`config.mk`:
```
export PLATFORM = sky130hd
export DESIGN_NAME = ftpf_cell
export DESIGN_NICKNAME = d
export VERILOG_FILES = /design/src/sv/ftpf_pkg.sv /design/src/sv/ftpf_cell.sv
export SDC_FILE = /design/constraint.sdc
export NUM_CORES = 1
export LEC_CHECK = 0
export BUFFER_PORTS_ARGS = -buffer_cell sky130_fd_sc_hd__buf_2
export CAP_MARGIN = 10
export CORE_AREA = 2 2 172 174
export CTS_BUF_LIST = sky130_fd_sc_hd__clkbuf_4 sky130_fd_sc_hd__clkbuf_8 sky130_fd_sc_hd__clkbuf_16
export CTS_CLUSTER_SIZE = 8
export DETAILED_ROUTE_END_ITERATION = 7
export DIE_AREA = 0 0 174 176
export GPL_ROUTABILITY_DRIVEN = 0
export HOLD_SLACK_MARGIN = 0.15
export RECOVER_POWER = 25
export SLEW_MARGIN = 20
export SYNTH_ARGS = -nofsm -noshare
export SYNTH_HDL_FRONTEND = slang
export SYNTH_SLANG_ARGS = --single-unit
```
`constraint.sdc`:
```
create_clock -name clk -period 3.7 [get_ports clk]
set_clock_uncertainty 0.15 [all_clocks]
set_input_delay 0.185 -clock clk [delete_from_list [all_inputs] [get_ports clk]]
set_output_delay 0.185 -clock clk [all_outputs]
set_load 0.005 [all_outputs]
```
`src/sv/ftpf_pkg.sv`:
```
// Types and constants of the five-tuple packet filter
`default_nettype none

package ftpf_pkg;

    localparam int RULES_PER_DIRECTION = 32;
    localparam int CNT_W = $clog2(RULES_PER_DIRECTION + 1);

    localparam logic [1:0] ACT_CLASSIFY = 2'd0;
    localparam logic [1:0] ACT_ADD      = 2'd1;
    localparam logic [1:0] ACT_DELETE   = 2'd2;

    localparam logic [1:0] STATUS_DONE      = 2'd0;
    localparam logic [1:0] STATUS_FULL      = 2'd1;
    localparam logic [1:0] STATUS_NOT_FOUND = 2'd2;

    localparam logic [7:0] PROTO_TCP = 8'd6;
    localparam logic [7:0] PROTO_UDP = 8'd17;

    // wildcard bit positions
    localparam int WC_PROTO   = 0;
    localparam int WC_SRC_IP  = 1;
    localparam int WC_SPORT   = 2;
    localparam int WC_DEST_IP = 3;
    localparam int WC_DPORT   = 4;

    typedef struct packed {
        logic [1:0]  action;
        logic        direction;
        logic [31:0] src_ip;
        logic [31:0] dest_ip;
        logic [15:0] sport;
        logic [15:0] dport;
        logic [7:0]  protocol;
        logic [4:0]  wildcard_mask;
    } in_t;

    typedef struct packed {
        logic       drop;
        logic [1:0] status;
        logic [5:0] rules_in_direction;
    } out_t;

    typedef struct packed {
        logic [7:0]  protocol;
        logic [31:0] src_ip;
        logic [15:0] sport;
        logic [31:0] dest_ip;
        logic [15:0] dport;
        logic [4:0]  wildcard_mask;
    } rule_t;

    typedef struct packed {
        logic cmp_en;
        logic occupied;
        logic need_wc_eq;
        logic load_en;
        logic shift_en;
    } cell_ctrl_t;

    typedef enum logic [1:0] {
        ST_IDLE,
        ST_CMP,
        ST_APPLY
    } state_t;

endpackage

`default_nettype wire

```
`src/sv/ftpf_cell.sv`:
```
// One rule slot of the filter chain: holds a rule, matches it, loads a new one or shifts from its neighbor
`default_nettype none

module ftpf_cell (
    input  wire logic               clk,
    input  wire logic               rst_n,
    input  wire ftpf_pkg::cell_ctrl_t ctrl,
    input  wire ftpf_pkg::rule_t    key,
    input  wire ftpf_pkg::rule_t    load_data,
    input  wire ftpf_pkg::rule_t    neighbor,
    output ftpf_pkg::rule_t         rule,
    output logic                    hit
);

    ftpf_pkg::rule_t rule_reg;
    ftpf_pkg::rule_t rule_next;
    logic            hit_reg;
    logic            hit_next;
    logic            fields_match;
    logic [4:0]      wc;

    assign wc = rule_reg.wildcard_mask;

    always_comb
    begin
        fields_match =
            (wc[ftpf_pkg::WC_PROTO]   || rule_reg.protocol == key.protocol) &&
            (wc[ftpf_pkg::WC_SRC_IP]  || rule_reg.src_ip   == key.src_ip)   &&
            (wc[ftpf_pkg::WC_SPORT]   || rule_reg.sport    == key.sport)    &&
            (wc[ftpf_pkg::WC_DEST_IP] || rule_reg.dest_ip  == key.dest_ip)  &&
            (wc[ftpf_pkg::WC_DPORT]   || rule_reg.dport    == key.dport);
        hit_next = ctrl.cmp_en && ctrl.occupied && fields_match &&
                   (!ctrl.need_wc_eq || wc == key.wildcard_mask);
        rule_next = rule_reg;
        if (ctrl.load_en)
        begin
            rule_next = load_data;
        end
        else if (ctrl.shift_en)
        begin
            rule_next = neighbor;
        end
    end

    always_ff @(posedge clk or negedge rst_n)
    begin
        if (!rst_n)
        begin
            hit_reg <= 1'b0;
        end
        else if (ctrl.cmp_en)
        begin
            hit_reg <= hit_next;
        end
    end

    always_ff @(posedge clk)
    begin
        rule_reg <= rule_next;
    end

    assign rule = rule_reg;
    assign hit  = hit_reg;

endmodule

`default_nettype wire

```
## Yosys cells after proc, flatten, opt, wreduce, memory -nomap -nowiden

Cells that the tools add are included.

- Logic and storage cells: 30
- Input port bits: 334
- Register bits after elaboration: 110
- Output and inout port bits: 110

- Reduce and logical (&&, ||, !) cells: 15
- Eq/ne operators: 6
- Mux-type cells: 2

Operators with widths:

| cell | number |
|---|---|
| $mux W109 | 2 |
| $eq A32 B32 Y1 | 2 |
| $eq A16 B16 Y1 | 2 |
| $eq A8 B8 Y1 | 1 |
| $logic_and A1 B1 Y1 | 7 |
| $logic_or A1 B1 Y1 | 6 |
| $eq A5 B5 Y1 | 1 |
| $reduce_bool A2 Y1 | 1 |
| $logic_not A1 Y1 | 1 |

## Depth between registers and ports, before layout

Gate-level depths: netlist of the first run.

- Depth in word-level cells: 8
- Gate-level depth with buffers: 6
- Depth with buffers taken out: 6

## Worst setup path before layout of the first run

Ideal clock, no wire load.

- Path kind: in2reg
- Start point: input port ctrl[1] (netlist name)
- End point: register rule_reg, in the netlist rule[100], enable pin
- Path slack: 1.101 ns
- Stages: 3
- Data required time: 3.128 ns
- Buffers on the path: 2
- Data arrival time: 2.028 ns
- Library setup time: 0.422 ns
- Cell sequence: clkbuf_1 -> buf_2 -> or2_2

- Longest elaborated chain between the ends: 1

RTL lines:

| element | RTL line | RTL |
|---|---|---|
| from (decl) | ftpf_cell.sv:7 | `input wire ftpf_pkg::cell_ctrl_t ctrl,` |
| $reduce_bool A2 Y1 (no source line) | -- |  |
| to (signal assigned) | ftpf_cell.sv:59 | `rule_reg <= rule_next;` |
| to (decl) | ftpf_cell.sv:15 | `ftpf_pkg::rule_t rule_reg;` |

Every way passes these cells.
A chain may end at the register's enable or synchronous reset.

## Worst setup path after layout of the first run

- Start point: register rule_reg, in the netlist rule[64]
- End point: register hit_reg, in the netlist hit

- Longest elaborated chain between the ends: 7

RTL lines:

| element | RTL line | RTL |
|---|---|---|
| $eq A16 B16 Y1 | ftpf_cell.sv:29 | `(wc[ftpf_pkg::WC_SPORT] \|\| rule_reg.sport == key.sport) &&` |
| $logic_or A1 B1 Y1 | ftpf_cell.sv:29 |  |
| $logic_and A1 B1 Y1 | ftpf_cell.sv:28 | `(wc[ftpf_pkg::WC_SRC_IP] \|\| rule_reg.src_ip == key.src_ip) &&` |
| $logic_and A1 B1 Y1 | ftpf_cell.sv:29 |  |
| $logic_and A1 B1 Y1 | ftpf_cell.sv:30 | `(wc[ftpf_pkg::WC_DEST_IP] \|\| rule_reg.dest_ip == key.dest_ip) &&` |
| $logic_and A1 B1 Y1 (2 in series) | ftpf_cell.sv:32 | `hit_next = ctrl.cmp_en && ctrl.occupied && fields_match &&` |
| to (signal assigned) | ftpf_cell.sv:53 | `hit_reg <= hit_next;` |
| to (decl) | ftpf_cell.sv:17 | `logic hit_reg;` |

Every way passes these cells.

==> results of run 1 <==
-- per-layer routing --
layer | part of all wire (%) | vias up
met2 | 53 | 310
met4 | 2.5 | 0
li1 | - | 2780
met5 | 0 | -
met1 | 38 | 2728
met3 | 6.8 | 29
-- layout make-up --
class	count	area share, %
sequential	110	30.16
clock inverter	7	0.4348
inverter	1	0.03433
multi-input combinational	260	22.46
clock buffer	9	2.060
tap	384	4.394
timing repair buffer	670	40.45
-- stage by stage --
| step | setup slack, ns | hold slack (ns) | utilization (%) |
|---|---|---|---|
| 2_1_floorplan | 1.101 | -0.2606 | - |
| 6_report | 1.035 | 0.5133 | 38.30 |
| 3_3_place_gp | 1.548 | -0.1888 | 29.79 |
| 4_1_cts | 0.9223 | 0.3002 | 38.56 |
| 5_1_grt | 0.7946 | 0.5037 | 38.30 |
| 3_5_place_dp | 1.489 | -0.1889 | 29.79 |
-- power groups by stage --
stage | Combinational [uW] | Clock (uW) | Sequential [uW]
final | 938 | 958 | 1640
after global routing | 1010 | 1050 | 1660
after CTS | 947 | 999 | 1640
after detailed placement | 725 | 0 | 1670
after global placement | 726 | 0 | 1660
after floorplan | 292 | 0 | 1670
-- cell usage after synthesis --
library cell  instances  share of area, %
nor3_1                1             0.086
buf_2                10              0.86
xor2_1               43               6.5
a21oi_1               4              0.34
edfxtp_1            109                56
or2_2                 1              0.11
a41oi_1               2              0.30
mux2_2              109                21
xnor2_1              66               9.9
nor4_2                1              0.22
inv_1                 1             0.064
clkbuf_1              2              0.13
nand3_1               1             0.086
nand4_1              17               1.8
nor4_1               13               1.4
nor2_1                1             0.064
dfrtp_1               1              0.43
o32ai_2               1              0.28
-- logic make-up after synthesis --
kind of cell | Yosys count
buffers and inverters | 13
flip-flops | 110
AO/OA/AOI/OAI | 7
AND/OR/NAND/NOR | 35
XOR/XNOR | 109
multiplexers | 109
-- final timing paths --
path	slack, ns	end	cells after the start	from
setup / recovery	1.03	hit	7	rule[64]
hold / removal	0.51	rule[73]	3	load_data[73]
hold reg to reg	0.95	hit	3	hit
min in group asynchronous	0.55	hit	3	rst_n
max in group asynchronous	2.75	hit	3	rst_n
setup reg to reg	1.03	hit	7	rule[64]
-- critical path: stages (launching register included) --
cell and delay (ns):
edfxtp_1 0.42, xor2_1 0.17, nor4_2 0.38, a41oi_1 0.28, nor2_1 0.22, nand4_1 0.13
o32ai_2 0.26, dlygate4sd3_1 0.57
==> impl_metrics.py, run 1 <==
metrics = {
    "critical_path": {
        "cp_data_required_time_ns": 3.84,
        "startpoint_type": "flop",
        "path_max_fanout": 2,
        "worstSetupEndpointType": "flop",
        "worstSetupPathType": "reg -> reg",
        "crit_arrival_ns": 2.80,
    },
    "sta": {
        "rsz_0062_raised_after_global_routing": "no",
        "finalMaxSlewViolations": 0,
        "setup_viol_count_final": 0,
        "finalWorstPathRequiredPeriod_ns": 2.665,
        "post-route-period-util_pct": 72.04,
        "finalHoldViolCount": 0,
        "maxSlewHeadroom_pct": 52.71,
        "worst-slew-pin-transition_ns": 0.7094,
        "setup_total_negative_slack_ns": 0,
        "achievable-frequency_mhz": 375.2,
    },
    "clock_tree": {
        "cts-root-buf": "clkbuf_16",
        "cts_tree": "done",
        "cts_buffers": 9,
        "cts_resized": 0,
        "clock_tree.buffer_depth": 2,
        "holdBufCountCts": 223,
        "clock_tree.htree_level_count": 3,
        "numClockSinks": 110,
        "clk_pin_slew_worst_paths_ns": 0.08,
        "clk_latency_worst_skew_pair_ns": 0.36,
        "post_cts_buffers": 0,
    },
    "placed_design": {
        "detailedPlacementHpwl_mm": 17.51,
        "port_buffers": 443,
        "place_area_mm2": 0.008503,
        "dp.cells": 1202,
    },
    "synthesis": {
        "mappedNetlistArea_mm2": 0.005816,
        "post_synth_num_cell_types": 18,
        "mappedNetlistNets": 717,
        "register_area_share_after_synthesis_pct": 56.71,
        "synth_top_family_by_area": "multiplexers",
        "yosys_warnings": 0,
        "postSynthCellCount": 383,
        "synth_fa_ha_area_share_pct": 0,
        "multiplexer_share_of_the_synthesized_area_pct": 21.11,
        "synth_xor_area_share_pct": 16.42,
        "yosys.area_share.simple_pct": 3.787,
        "syn_area_per_cell_um2": 15.18,
        "synth-seq-cells": 110,
        "synth_compound_area_share_pct": 0.9251,
    },
    "global_routing": {
        "use_met2_pct": 29.42,
        "maximum_number_of_pins_on_one_net_before_global_route_repair": 59,
        "grt-busiest-layer": "met2",
        "met1_routing_resource_usage_after_global_routing_pct": 16.36,
        "global_route.usage.met3_pct": 3.359,
        "number_of_global_route_vias_before_repair": 6572,
        "grt_antenna_before_repair": 0,
        "grt_pass1_wl_mm": 35.72,
        "gr-usage-all-layers_pct": 15.24,
        "globalRoute.totalOverflow": 0,
    },
    "finish": {
        "seqCellArea_mm2": 0.003298,
        "highest_count_cells_in_the_layout_ignoring_fill_and_taps": "buf_2, dlygate4sd3_1, mux2_2, edfxtp_1, xnor2_1",
        "area_added_between_synthesis_and_finish_pct": 88.02,
        "multiInputGateArea_mm2": 0.002456,
        "instances_no_fill": 1441,
        "layout-drive-gt1-share_pct": 48.82,
        "layout_commonest_cell": "buf_2",
        "max_reg_flops": 104,
        "finish.net_count": 1386,
        "finish.instance_area_mm2": 0.01093,
        "fillCellCount": 2773,
        "antenna_cells": 0,
    },
    "power": {
        "seq_power_share_pct": 46.4,
        "p_sw_share_pct": 27.22,
        "power.total_uw": 3540,
        "ir_drop_mv": 0.1538,
        "pwr-share-clk_pct": 27.1,
        "power.internal_uw": 2576,
        "combinationalPowerShare_pct": 26.5,
        "switching_power_uw": 963.8,
        "power_density_mw_per_mm2": 323.8,
        "leakagePower_uw": 0.004582,
    },
    "die": {
        "initial_core_util_pct": 20.37,
        "rows": 62,
        "io-pin-count": 444,
        "fp.dieH_um": 176,
        "coreArea_mm2": 0.02855,
        "die_w_um": 174,
        "die_outline_area_mm2": 0.03062,
    },
    "drt": {
        "routed-via-count": 5847,
        "wl_per_cell_um": 16.86,
        "route.antenna.remaining_nets": 0,
        "detail_route.first_pass.iterations": 4,
        "drt_first_iter_violations": 206,
        "detailed_route_drc_error_count": 0,
        "wl_final_mm": 24.29,
        "viasPerCell": 4.058,
    },
    "worst_hold_path": {
        "worst_hold_path_type": "in -> reg",
    },
    "run": {
        "timing.max_cap.violations": 0,
    },
    "outcome": {
        "status": "completed",
    },
}
Note: power is estimated with default switching activity, not from simulation.
==> inputs of run 2 (changes only) <==
==> constraint.sdc (replaced) <==
create_clock -name clk -period 2.1 [get_ports clk]
set_clock_uncertainty 0.15 [all_clocks]
set_input_delay 0.105 -clock clk [delete_from_list [all_inputs] [get_ports clk]]
set_output_delay 0.105 -clock clk [all_outputs]
set_load 0.005 [all_outputs]
==> run 2 against run 1 <==
  * Core utilization rose by 0.77 points
  * Design area rose by 2.0%
  * Final cell count rose by 0.49%
  * Global-route usage fell by 0.070 points
  * Count of clock-buffer cells in the layout rose by 3
==> impl_metrics.py, run 2 (same netlist as run 1, synthesis figures left out) <==
metrics = {
    "die": {
        "io-pin-count": 444,
        "initial_core_util_pct": 20.37,
        "die_w_um": 174,
        "fp.dieH_um": 176,
        "die_outline_area_mm2": 0.03062,
        "rows": 62,
        "coreArea_mm2": 0.02855,
    },
    "sta": {
        "worst-slew-pin-transition_ns": 0.7836,
        "setup_total_negative_slack_ns": 0,
        "finalWorstPathRequiredPeriod_ns": 2.078,
        "finalHoldViolCount": 0,
        "achievable-frequency_mhz": 481.2,
        "maxSlewHeadroom_pct": 47.76,
        "post-route-period-util_pct": 98.95,
        "finalMaxSlewViolations": 0,
        "setup_viol_count_final": 0,
    },
    "clock_tree": {
        "clk_latency_worst_skew_pair_ns": 0.35,
        "clk_pin_slew_worst_paths_ns": 0.08,
        "cts-root-buf": "clkbuf_16",
        "cts_tree": "done",
        "clock_tree.buffer_depth": 2,
        "cts_buffers": 9,
        "numClockSinks": 110,
        "clock_tree.htree_level_count": 3,
    },
    "critical_path": {
        "crit-reg2reg-capture": "hit",
        "cp_data_required_time_ns": 2.21,
        "worstSetupPathType": "reg -> reg",
        "crit_arrival_ns": 2.18,
        "critical_path.top_delay_family": "simple AND/OR/NAND/NOR gates",
        "crit_path_cell_trace": "xor2_1 > nor4_1 > a41oi_2 > nor2_2 > nand4_1 > o32ai_2",
        "r2r.worst_path.cells": 6,
        "path_max_fanout": 2,
        "startpoint_type": "flop",
        "cp_buf_inv_count": 0,
        "worstSetupEndpointType": "flop",
        "timing.critical_path.slowest_stage_cell": "edfxtp_1",
        "r2r_start": "rule[68]",
        "worst_path_largest_cell_delay_ns": 0.42,
        "reg2reg_setup_slack_ns": 0.02,
    },
    "drt": {
        "route.antenna.remaining_nets": 0,
        "wl_per_cell_um": 16.90,
        "drt_first_iter_violations": 226,
        "detailed_route_drc_error_count": 0,
        "routed-via-count": 5933,
        "detail_route.first_pass.iterations": 4,
        "viasPerCell": 4.097,
        "wl_final_mm": 24.47,
    },
    "finish": {
        "layout-drive-gt1-share_pct": 50.28,
        "antenna_cells": 0,
        "multiInputGateArea_mm2": 0.002504,
        "area_added_between_synthesis_and_finish_pct": 91.78,
        "instances_no_fill": 1448,
        "finish.net_count": 1393,
        "fillCellCount": 2736,
        "max_reg_flops": 104,
        "highest_count_cells_in_the_layout_ignoring_fill_and_taps": "buf_2, dlygate4sd3_1, mux2_2, edfxtp_1, xnor2_1",
        "finish.instance_area_mm2": 0.01115,
        "layout_commonest_cell": "buf_2",
        "seqCellArea_mm2": 0.003298,
    },
    "power": {
        "ir_drop_mv": 0.4344,
        "power_density_mw_per_mm2": 594.5,
        "leakagePower_uw": 0.004691,
    },
    "placed_design": {
        "place_area_mm2": 0.008578,
        "detailedPlacementHpwl_mm": 17.49,
        "port_buffers": 443,
        "dp.cells": 1207,
    },
    "worst_hold_path": {
        "worst_hold_path_type": "in -> reg",
        "hp-start": "key[0]",
        "hold-path-endpoint": "hit",
        "whs_path_depth": 6,
    },
    "global_routing": {
        "grt_pass1_wl_mm": 35.67,
        "number_of_global_route_vias_before_repair": 6622,
        "maximum_number_of_pins_on_one_net_before_global_route_repair": 53,
        "globalRoute.totalOverflow": 0,
        "gr-usage-all-layers_pct": 15.17,
        "grt_antenna_before_repair": 1,
    },
    "run": {
        "timing.max_cap.violations": 0,
    },
    "outcome": {
        "status": "completed",
    },
}
[run 2: cell count changes in the layout (fill, tap and decap cells not counted), sizes merged]
cell,change
bufinv,+3
inv,-3
clkbuf,-2
buf,+11
dlygate4sd3,+1
clkinv,-3
[run 2: routing by layer]
layer | track usage (%) | vias up | wire [um]
met1 | 15.95 | 2770 | 9219
li1 | - | 2798 | -
met2 | 28.04 | 312 | 12540
met4 | 7.073 | 2 | 943
met3 | 4.242 | 51 | 1761
met5 | 0 | - | 12
[run 2: per-stage QoR]
step | total power (uW) | util, % | setup WS [ns] | hold slack [ns]
finish | 6630 | 39.07 | 0.02206 | 0.1692
global placement | 4228 | 30.05 | -0.04433 | -0.2651
floorplan | 3447 | - | 0.1227 | -0.3406
detailed placement | 4240 | 30.05 | -0.04677 | -0.2651
global route | 6959 | 39.07 | -0.02693 | 0.2010
CTS | 6726 | 39.22 | 0.02989 | 0.1650
[run 2: final cells by class]
cell class                      count  share of cell area, %
Clock buffer                       12                  2.221
Clock inverter                      4                 0.8750
Inverter                            1                0.03365
Multi-Input combinational cell    260                  22.45
Sequential cell                   110                  29.57
Tap cell                          384                  4.308
Timing Repair Buffer              677                  40.54
[run 2: how the worst max path moves through the flow]
stage,start,to,slack [ns],cells past startpoint
after floorplan,ctrl[1],rule[100],0.12,3
after global placement,wc[1],hit,-0.04,6
after detailed placement,rule[57],hit,-0.05,6
after CTS,rule[57],hit,0.03,6
after global routing,rule[59],hit,-0.03,6
final,rule[68],hit,0.02,6
[run 2: timing repair]
item | in CTS | in global routing
buffers inserted | 1 | 0
hold buffers | 224 | 0
endpoints found under the setup margin | 1 | 1
pin swaps | 0 | 4
hold endpoints to repair | 124 | 0
gates resized for setup | 4 | 4
[run 2: power breakdown]
group	switching, uW	leakage (uW)	total, uW	internal, uW
clock	822	0.000167	2030	1210
combinational	658	0.00340	1700	1040
sequential	192	0.00112	2900	2700
total	1670	0.00469	6630	4960
[run 2: worst register-to-register path, stage by stage, from the launching register on]
cell,delay [ns]
edfxtp_1,0.42
xor2_1,0.16
nor4_1,0.42
a41oi_2,0.26
nor2_2,0.19
nand4_1,0.12
o32ai_2,0.26
